`src/rtl/sixb_pkg.sv`:
```
// Shared types and constants for the six-bit text encoder.
// No dependencies; imported by every module of the block.
`default_nettype none
package sixb_pkg;

  localparam int unsigned ByteW  = 8;
  localparam int unsigned GroupW = 6;
  localparam int unsigned CharW  = 7;
  localparam int unsigned CountW = 16;

  localparam logic [CharW-1:0]  CharOffset = 7'h3C;
  localparam logic [CountW-1:0] LimitReset = 16'hFFFF;

  typedef struct packed {
    logic [CharW-1:0] code_char;
    logic             empty_res;
    logic             run_end;
  } res_t;

  typedef struct packed {
    res_t       r0;
    res_t       r1;
    logic [1:0] num;
  } res_pair_t;

endpackage
`default_nettype wire

```
`src/rtl/sixb_enc.sv`:
```
// Encoding datapath: holds leftover bits, phase, character count and limit.
// Turns one byte into up to two results. Depends on sixb_pkg.
`default_nettype none
module sixb_enc
  import sixb_pkg::*;
(
  input  wire logic              clk,
  input  wire logic              rst,
  input  wire logic              cfg_we,
  input  wire logic [CountW-1:0] cfg_limit,
  input  wire logic              advance,
  input  wire logic [ByteW-1:0]  data_byte,
  input  wire logic              final_byte,
  output res_pair_t              res
);

  logic [CountW-1:0] output_limit;
  logic [GroupW-1:0] leftover_bits, leftover_bits_next;
  logic [1:0]        phase, phase_next;
  logic [CountW-1:0] emitted_count, emitted_count_next;

  always_comb begin
    logic [1:0]        p;
    logic [GroupW-1:0] made, rest;
    logic [GroupW-1:0] ch0, ch1;
    logic [1:0]        n;
    logic [CountW-1:0] cnt;

    p = (phase == 2'd3) ? 2'd2 : phase;
    case (p)
      2'd0: begin
        made = data_byte[7:2];
        rest = {data_byte[1:0], 4'b0};
      end
      2'd1: begin
        made = leftover_bits | {2'b0, data_byte[7:4]};
        rest = {data_byte[3:0], 2'b0};
      end
      default: begin
        made = leftover_bits | {4'b0, data_byte[7:6]};
        rest = data_byte[5:0];
      end
    endcase

    ch0 = '0;
    ch1 = '0;
    n = 2'd0;
    cnt = emitted_count;
    leftover_bits_next = leftover_bits;
    phase_next = phase;

    if (emitted_count < output_limit) begin
      ch0 = made;
      n = 2'd1;
      cnt = emitted_count + CountW'(1);
      if (p != 2'd2) begin
        leftover_bits_next = rest;
        phase_next = p + 2'd1;
      end else begin
        if (cnt < output_limit) begin
          ch1 = rest;
          n = 2'd2;
          cnt = cnt + CountW'(1);
        end
        leftover_bits_next = '0;
        phase_next = 2'd0;
      end
    end

    if (final_byte && phase_next != 2'd0 && cnt < output_limit && n != 2'd2) begin
      if (n == 2'd0) begin
        ch0 = leftover_bits_next;
      end else begin
        ch1 = leftover_bits_next;
      end
      n = n + 2'd1;
      cnt = cnt + CountW'(1);
    end

    res.r0.code_char = {1'b0, ch0} + CharOffset;
    res.r0.empty_res = 1'b0;
    res.r0.run_end   = final_byte && (n == 2'd1);
    res.r1.code_char = {1'b0, ch1} + CharOffset;
    res.r1.empty_res = 1'b0;
    res.r1.run_end   = final_byte;
    res.num          = n;

    if (final_byte) begin
      if (n == 2'd0) begin
        res.r0.code_char = '0;
        res.r0.empty_res = 1'b1;
        res.r0.run_end   = 1'b1;
        res.num          = 2'd1;
      end
      leftover_bits_next = '0;
      phase_next = 2'd0;
      cnt = '0;
    end
    emitted_count_next = cnt;
  end

  always_ff @(posedge clk) begin
    if (rst) begin
      output_limit  <= LimitReset;
      leftover_bits <= '0;
      phase         <= 2'd0;
      emitted_count <= '0;
    end else begin
      if (cfg_we) begin
        output_limit <= cfg_limit;
      end
      if (advance) begin
        leftover_bits <= leftover_bits_next;
        phase         <= phase_next;
        emitted_count <= emitted_count_next;
      end
    end
  end

endmodule
`default_nettype wire

```
`src/rtl/sixb_outbuf.sv`:
```
// Two-entry result buffer: loads a result pair, drains one beat per cycle
// while out_ready is high. Depends on sixb_pkg.
`default_nettype none
module sixb_outbuf
  import sixb_pkg::*;
(
  input  wire logic      clk,
  input  wire logic      rst,
  input  wire logic      load,
  input  wire res_pair_t load_res,
  output logic           can_load,
  output logic           out_valid,
  input  wire logic      out_ready,
  output res_t           out_res
);

  res_t       e0, e1;
  logic [1:0] cnt;
  logic       pop;

  assign out_valid = (cnt != 2'd0);
  assign pop       = out_valid && out_ready;
  assign can_load  = (cnt == 2'd0) || (cnt == 2'd1 && out_ready);
  assign out_res   = e0;

  always_ff @(posedge clk) begin
    if (rst) begin
      cnt <= 2'd0;
    end else if (load) begin
      cnt <= load_res.num;
    end else if (pop) begin
      cnt <= cnt - 2'd1;
    end
  end

  always_ff @(posedge clk) begin
    if (load) begin
      e0 <= load_res.r0;
      e1 <= load_res.r1;
    end else if (pop) begin
      e0 <= e1;
    end
  end

endmodule
`default_nettype wire

```
`src/rtl/six_bit_text_encoder.sv`:
```
// Six-bit text encoder: packs bytes MSB first into 6-bit printable characters.
// Channels: s_* takes one byte per beat (tlast marks the message's last byte);
// m_* gives one character per beat (tuser flags an empty result, tlast marks
// the last result of a message); cfg_* writes the per-message character limit.
// A byte is held in an input register, encoded combinationally from it into up
// to two results, and those go to a two-entry output buffer. An accepted byte
// goes through the input register and output buffer before its first result.
// Throughput: one byte per cycle while each byte gives at most one result and
// m_tready is high; a byte that gives two results holds back the next byte
// until its first result has left, set by the single output beat per cycle.
// Reset clears the pending bits, phase and count, empties both registers,
// and sets the limit to 65535. cfg_ready is always high.
// When m_tready is low, results hold in the buffer; the input register then
// holds its byte and s_tready drops until the buffer can take its results.
// Dependencies: sixb_pkg, sixb_enc, sixb_outbuf.
`default_nettype none
module six_bit_text_encoder
  import sixb_pkg::*;
(
  input  wire logic        clk,
  input  wire logic        rst,
  input  wire logic        s_tvalid,
  output logic             s_tready,
  input  wire logic [7:0]  s_tdata,   // [7:0] data_byte
  input  wire logic        s_tlast,
  output logic             m_tvalid,
  input  wire logic        m_tready,
  output logic [7:0]       m_tdata,   // [6:0] code_char, [7] zero
  output logic [0:0]       m_tuser,   // [0] empty_res
  output logic             m_tlast,
  input  wire logic        cfg_valid,
  output logic             cfg_ready,
  input  wire logic [15:0] cfg_data
);

  logic             in_valid;
  logic [ByteW-1:0] in_byte;
  logic             in_last;
  logic             advance;
  logic             can_load;
  res_pair_t        pair;
  res_t             out_res;

  assign cfg_ready = 1'b1;
  assign advance   = in_valid && can_load;
  assign s_tready  = !in_valid || advance;

  always_ff @(posedge clk) begin
    if (rst) begin
      in_valid <= 1'b0;
    end else if (s_tready) begin
      in_valid <= s_tvalid;
    end
  end

  always_ff @(posedge clk) begin
    if (s_tready && s_tvalid) begin
      in_byte <= s_tdata;
      in_last <= s_tlast;
    end
  end

  sixb_enc u_enc (
    .clk        (clk),
    .rst        (rst),
    .cfg_we     (cfg_valid && cfg_ready),
    .cfg_limit  (cfg_data),
    .advance    (advance),
    .data_byte  (in_byte),
    .final_byte (in_last),
    .res        (pair)
  );

  sixb_outbuf u_outbuf (
    .clk       (clk),
    .rst       (rst),
    .load      (advance),
    .load_res  (pair),
    .can_load  (can_load),
    .out_valid (m_tvalid),
    .out_ready (m_tready),
    .out_res   (out_res)
  );

  assign m_tdata = {1'b0, out_res.code_char};
  assign m_tuser = out_res.empty_res;
  assign m_tlast = out_res.run_end;

endmodule
`default_nettype wire
```
`config.mk`:
```
export PLATFORM = sky130hd
export DESIGN_NAME = six_bit_text_encoder
export DESIGN_NICKNAME = d
export VERILOG_FILES = /design/src/rtl/sixb_pkg.sv /design/src/rtl/sixb_enc.sv /design/src/rtl/sixb_outbuf.sv /design/src/rtl/six_bit_text_encoder.sv
export SDC_FILE = /design/constraint.sdc
export NUM_CORES = 1
export LEC_CHECK = 0
export BUFFER_PORTS_ARGS = -buffer_cell sky130_fd_sc_hd__buf_2
export CORE_MARGIN = 4
export CORE_UTILIZATION = 40
export DETAILED_ROUTE_END_ITERATION = 6
export PLACE_DENSITY_LB_ADDON = 0.05
export SLEW_MARGIN = 10
export SYNTH_ARGS = -nofsm -noshare
export SYNTH_HDL_FRONTEND = slang
export SYNTH_SLANG_ARGS = --single-unit
export TNS_END_PERCENT = 30
```
`constraint.sdc`:
```
create_clock -name clk -period 5.7 [get_ports clk]
set_input_delay 1.71 -clock clk [delete_from_list [all_inputs] [get_ports clk]]
set_output_delay 1.71 -clock clk [all_outputs]
set_load 0.03 [all_outputs]
```
==> results of run 1 <==
[flip-flops by register name (all words and copies together), names as in the netlist]
name                 flops
u_enc.emitted_count     16
u_outbuf.out_res         9
u_enc.phase              2
u_enc.output_limit      16
in_valid                 1
u_outbuf.cnt             2
u_enc.leftover_bits      6
in_last                  1
in_byte                  8
u_outbuf.e1              8
[stage by stage]
stage | total power, W | setup TNS, ns
2_1_floorplan | 0.000841 | 0
3_3_place_gp | 0.000963 | -5.55
3_5_place_dp | 0.000966 | -7.61
4_1_cts | 0.00155 | -0.765
5_1_grt | 0.00164 | -5.79
6_report | 0.00156 | -0.774
[power by group]
group / switching, W / internal, W / total (W)
Sequential: 0.0000233 / 0.000569 / 0.000592
Combinational: 0.000247 / 0.000161 / 0.000407
Clock: 0.000221 / 0.000338 / 0.000559
[layout make-up]
type / instances / area [µm²]
Fill cell: 1132 / 5360
Multi-Input combinational cell: 440 / 3500
Sequential cell: 69 / 1650
Timing Repair Buffer: 133 / 913
Clock buffer: 10 / 229
Tap cell: 168 / 210
Inverter: 37 / 139
Clock inverter: 6 / 62.6
[cell usage in the layout (no fill, tap or decap), types with 18 or more instances in the layout]
master and count:
ha_1 49, o211ai_1 18, inv_1 35, nor2_1 41
buf_4 89, buf_2 40, dfxtp_1 39, edfxtp_1 26
a21oi_1 35, nand2_1 62
[what timing repair did]
action | CTS | global route
gates resized for setup | 43 | 38
endpoints found under the hold margin | 0 | 0
cloned | 0 | 0
pin swaps | 32 | 50
endpoints found under the setup margin | 24 | 25
buffers inserted | 16 | 10
[cell families after synthesis]
logic type | after synthesis | synth area share
AND/OR/NAND/NOR | 186 | 0.181
AO/OA/AOI/OAI | 154 | 0.214
flip-flops | 69 | 0.333
buffers and inverters | 65 | 0.0520
adder cells (fa/ha/maj) | 55 | 0.140
XOR/XNOR | 34 | 0.0604
multiplexers | 9 | 0.0185
other | 2 | 0.00152
[routing by layer]
layer  track usage  share of wire  vias to the layer above  wire length, µm
met4        0.0753          0.021                        0              319
met2         0.323           0.43                       98             6430
met5             0              0                        -                0
met3        0.0266          0.035                       25              517
met1         0.316           0.51                     2165             7640
li1              -              -                     2306                -
[worst max-delay path by stage]
stage                                 startpoint                  end  slack, ns  depth (start not counted)
after detailed placement  u_enc.emitted_count[1]  u_outbuf.out_res[8]      -0.52                         27
after global placement    u_enc.emitted_count[1]       u_outbuf.e1[6]      -0.41                         27
after global routing      u_enc.emitted_count[1]      u_outbuf.cnt[0]      -0.41                         29
after floorplan           u_enc.emitted_count[0]  u_outbuf.out_res[8]       0.03                         28
final                     u_enc.emitted_count[1]  u_outbuf.out_res[6]      -0.13                         27
after CTS                 u_enc.emitted_count[1]  u_outbuf.out_res[8]      -0.15                         27
[critical path, stage by stage (launching register included)]
cell	delay, ns
dfxtp_4	0.38
ha_4	0.14
and4_4	0.20
and3_4	0.21
and2_4	0.19
nand3_4	0.10
xnor2_4	0.23
ha_4	0.23
and4_4	0.15
a2111oi_4	0.36
nand3_1	0.14
or3b_4	0.39
or2_4	0.27
nor2b_4	0.12
xnor2_1	0.14
o21ai_1	0.12
ha_1	0.31
nand4_1	0.24
a21oi_4	0.24
nor3_2	0.08
a21oi_2	0.21
a31oi_4	0.07
and2_4	0.21
buf_4	0.15
a221oi_4	0.29
ha_4	0.19
xor2_1	0.17
o21ai_1	0.07
==> impl_metrics.env, run 1 <==
export IMPL_synthesis_area_per_instance_um2=8.59
export IMPL_r2r_end="u_outbuf.out_res[6]"
export IMPL_path_clk_slew_ns=0.06
export IMPL_post_route_period_util=1.02
export IMPL_synth_ff_type="dfxtp_1"
export IMPL_yosys_top_cells_count="64 x nand2_1, 55 x ha_1, 44 x nor2_1"
export IMPL_grt_pass1_vias=4457
export IMPL_drt_iter0_drc=284
export IMPL_drv_cap=0
export IMPL_die_y_um=119
export IMPL_cts_buffers_inserted=9
export IMPL_final_cell_area_um2=6710
export IMPL_yosys_warnings=0
export IMPL_hold_class="reg2reg"
export IMPL_p_leak_nw=3.11
export IMPL_p_per_area_nw_per_um2=232
export IMPL_start_kind="flop"
export IMPL_drive_gt1_frac=0.329
export IMPL_status="finished with violations"
export IMPL_synth_seq_cells=69
export IMPL_detail_route_wirelength_um=14900
export IMPL_clock_sinks=69
export IMPL_initial_utilization=0.409
export IMPL_gp_congestion=0.952
export IMPL_violations="negative setup slack"
export IMPL_critical_path_required_ns=5.80
export IMPL_dp_slack_ns=-0.523
export IMPL_grt_setup_unrepaired="true"
export IMPL_tightest_slew_ns=1.25
export IMPL_ff2ff_path_depth=27
export IMPL_clock_fmax_mhz=171
export IMPL_worstSkewPairLatency_ns=0.34
export IMPL_placed_cells=823
export IMPL_fin_nets=775
export IMPL_synth_area_um2=4930
export IMPL_clockBufferDepth=2
export IMPL_port_buffer_count=40
export IMPL_ys_seq_area_frac=0.333
export IMPL_cts_root_buf="clkbuf_16"
export IMPL_hold_viol=0
export IMPL_min_delay_start="u_enc.emitted_count[5]"
export IMPL_yosys_top_cells_area="dfxtp_1 17%, edfxtp_1 16%, ha_1 14%, nand2_1 4.9%, a21oi_1 4.4%"
export IMPL_die_area_um2=14200
export IMPL_cts_hold_fix_buffers=0
export IMPL_ys_async_sr_fraction=0
export IMPL_route_detailed_drc=0
export IMPL_syn_to_final_growth_pct=36.0
export IMPL_ant_nets=0
export IMPL_vdd_drop_max_mv=0.150
export IMPL_place_area_um2=5830
export IMPL_yosys_area_top_type="dfxtp_1"
export IMPL_fin_ws_ns=-0.132
export IMPL_synth_cell_type_count=60
export IMPL_routed_via_density=5.32
export IMPL_rows=40
export IMPL_netlist_area_leader_share=0.175
export IMPL_netlist_instances=574
export IMPL_layout_cells_non_filler=863
export IMPL_die_x_um=119
export IMPL_arrival_ns=5.93
export IMPL_grt_pass1_wl_um=24000
export IMPL_regToRegSetupSlack_ns=-0.13
export IMPL_grt_usage=0.215
export IMPL_synth_edff_count=26
export IMPL_crit_type="reg2reg"
export IMPL_htreeDepth=3
export IMPL_final_setup_skew_ns=0.00851
export IMPL_utilization=0.556
export IMPL_slew_headroom=0.163
export IMPL_critPathMaxFanout=4
export IMPL_antenna_found_initial=0
export IMPL_dr_pass1_iters=5
export IMPL_grt_max_degree=32
export IMPL_grt_overflow_total=0
export IMPL_cts_tree="built"
export IMPL_syn_num_nets=659
export IMPL_fp_coreArea_um2=12100
export IMPL_diodes=0
export IMPL_finalSetupViolCount=12
export IMPL_num_vias=4594
export IMPL_hold_path_end="u_enc.emitted_count[5]"
export IMPL_whs_path_depth=2
export IMPL_end_kind="flop"
export IMPL_dp_hpwl_um=11100
export IMPL_r2r_start="u_enc.emitted_count[1]"
export IMPL_finalCriticalPeriod_ns=5.83
export IMPL_synth_most_common_cell="nand2_1"
export IMPL_maxSlewViolCount=0
export IMPL_ios=43
export IMPL_post_drt_wl_per_cell_um=17.3
export IMPL_whs_ns=0.489
No activity file was read; power rests on OpenSTA's default activity.
==> run 2, diff against run 1 <==
Settings changed: SETUP_SLACK_MARGIN set to 0.2.
==> impl_metrics.env, run 2 (synthesis results as in run 1) <==
export IMPL_cpPeakStageDelay_ns=0.41
export IMPL_utilization=0.543
export IMPL_drt_iter0_drc=342
export IMPL_clockBufferDepth=2
export IMPL_place_area_um2=5850
export IMPL_fin_nets=764
export IMPL_fin_ws_ns=-0.169
export IMPL_path_clk_slew_ns=0.06
export IMPL_rows=40
export IMPL_clock_sinks=69
export IMPL_crit_type="reg2reg"
export IMPL_grt_pass1_vias=4417
export IMPL_antenna_found_initial=0
export IMPL_slew_headroom=0.173
export IMPL_post_drt_wl_per_cell_um=17.3
export IMPL_finalSetupViolCount=12
export IMPL_hold_class="reg2reg"
export IMPL_worstSkewPairLatency_ns=0.35
export IMPL_end_kind="flop"
export IMPL_r2r_start="u_enc.emitted_count[1]"
export IMPL_die_y_um=119
export IMPL_fillers=1127
export IMPL_routed_via_density=5.33
export IMPL_crit_end="u_outbuf.out_res[6]"
export IMPL_cts_hold_fix_buffers=0
export IMPL_initial_utilization=0.409
export IMPL_placed_cells=821
export IMPL_port_buffer_count=40
export IMPL_p_leak_nw=3.03
export IMPL_ant_nets=0
export IMPL_regToRegSetupSlack_ns=-0.17
export IMPL_violations="negative setup slack"
export IMPL_gp_congestion=0.923
export IMPL_layout_cells_non_filler=852
export IMPL_syn_to_final_growth_pct=32.8
export IMPL_start_kind="flop"
export IMPL_cp_buffers_inverters=3
export IMPL_cts_tree="built"
export IMPL_final_setup_skew_ns=0.00854
export IMPL_grt_pass1_wl_um=23700
export IMPL_vdd_drop_max_mv=0.110
export IMPL_cp_num_cells=29
export IMPL_ios=43
export IMPL_die_area_um2=14200
export IMPL_diodes=0
export IMPL_grt_usage=0.213
export IMPL_layout_common_cells="78 x buf_4, 63 x nand2_1, 51 x ha_1"
export IMPL_num_vias=4545
export IMPL_status="finished with violations"
export IMPL_critPathMaxFanout=4
export IMPL_ff2ff_path_depth=29
export IMPL_dr_pass1_iters=4
export IMPL_drv_cap=0
export IMPL_detail_route_wirelength_um=14700
export IMPL_finalCriticalPeriod_ns=5.87
export IMPL_grt_setup_unrepaired="true"
export IMPL_cts_root_buf="clkbuf_16"
export IMPL_drive_gt1_frac=0.308
export IMPL_final_cell_area_um2=6540
export IMPL_fp_coreArea_um2=12100
export IMPL_clock_fmax_mhz=170
export IMPL_die_x_um=119
export IMPL_register_area_um2=1650
export IMPL_grt_max_degree=32
export IMPL_p_per_area_nw_per_um2=235
export IMPL_grt_overflow_total=0
export IMPL_layout_commonest_cell="buf_4"
export IMPL_htreeDepth=3
export IMPL_critical_path_required_ns=5.79
export IMPL_multi_input_area_um2=3410
export IMPL_critPathSlowestCell="or3b_1"
export IMPL_arrival_ns=5.96
export IMPL_cts_buffers_inserted=9
export IMPL_post_route_period_util=1.03
export IMPL_route_detailed_drc=0
export IMPL_cp_startpoint="u_enc.emitted_count[1]"
export IMPL_hold_viol=0
export IMPL_maxSlewViolCount=0
export IMPL_r2r_end="u_outbuf.out_res[6]"
export IMPL_dp_hpwl_um=11300
export IMPL_critPathTopFamily="simple AND/OR/NAND/NOR gates"
export IMPL_tightest_slew_ns=1.24
-- run 2: cell count changes in the layout (fill, tap and decap cells not counted), sizes merged --
| cell | previous run | this run |
|---|---|---|
| buf | 133 | 122 |
| clkinvlp | 1 | 2 |
| inv | 36 | 35 |
-- run 2: repair_timing --
action                     in CTS  in global routing
resized for setup              31                 29
setup endpoints to repair      24                 25
pin swaps                      21                 36
buffers inserted                7                  8
-- run 2: through the flow --
stage | TNS, ns | worst slack, ns | hold slack [ns] | total power, W
after detailed placement | -3.22 | -0.331 | 0.509 | 0.000967
after CTS | -0.144 | -0.0687 | 0.529 | 0.00154
after floorplan | 0 | 0.106 | 0.485 | 0.000843
after global routing | -5.40 | -0.424 | 0.529 | 0.00162
after global placement | -1.51 | -0.230 | 0.503 | 0.000963
final | -1.05 | -0.169 | 0.528 | 0.00154
-- run 2: per-layer routing --
metal	part of all wire	GRT usage
met5	0	0
met4	0.020	0.0789
met3	0.057	0.0427
met2	0.42	0.311
met1	0.50	0.310
-- run 2: layout make-up --
cell class | count | area share
multi-input combinational | 440 | 0.521
sequential | 69 | 0.252
timing repair buffer | 122 | 0.128
clock buffer | 10 | 0.0350
tap | 168 | 0.0321
inverter | 37 | 0.0212
clock inverter | 6 | 0.00975
-- run 2: worst reg2reg max path, delay by kind of cell, from the launching register on --
kind / cells / cell delay (ns)
AOI/OAI and AO/OA: 7 / 1.08
and+or+nand+nor: 12 / 2.25
DFF: 1 / 0.38
buffers and inverters: 3 / 0.44
xor gates and xnor gates: 3 / 0.46
adders and majority gates: 4 / 1.00
-- run 2: report_power, final --
group | internal, W | switching (W) | total (W)
Clock | 0.000338 | 0.000220 | 0.000558
Combinational | 0.000145 | 0.000245 | 0.000390
Sequential | 0.000568 | 0.0000230 | 0.000591
Total | 0.00105 | 0.000488 | 0.00154
-- run 2: worst min path at each step --
stage	startpoint	end	slack (ns)	cells past startpoint
2_1_floorplan	u_outbuf.cnt[0]	u_outbuf.cnt[0]	0.49	2
3_3_place_gp	u_outbuf.e1[8]	u_outbuf.out_res[8]	0.50	1
3_5_place_dp	u_outbuf.e1[0]	u_outbuf.out_res[0]	0.51	1
4_1_cts	u_outbuf.e1[0]	u_outbuf.out_res[0]	0.53	1
5_1_grt	u_outbuf.e1[0]	u_outbuf.out_res[0]	0.53	1
6_report	u_outbuf.e1[0]	u_outbuf.out_res[0]	0.53	1
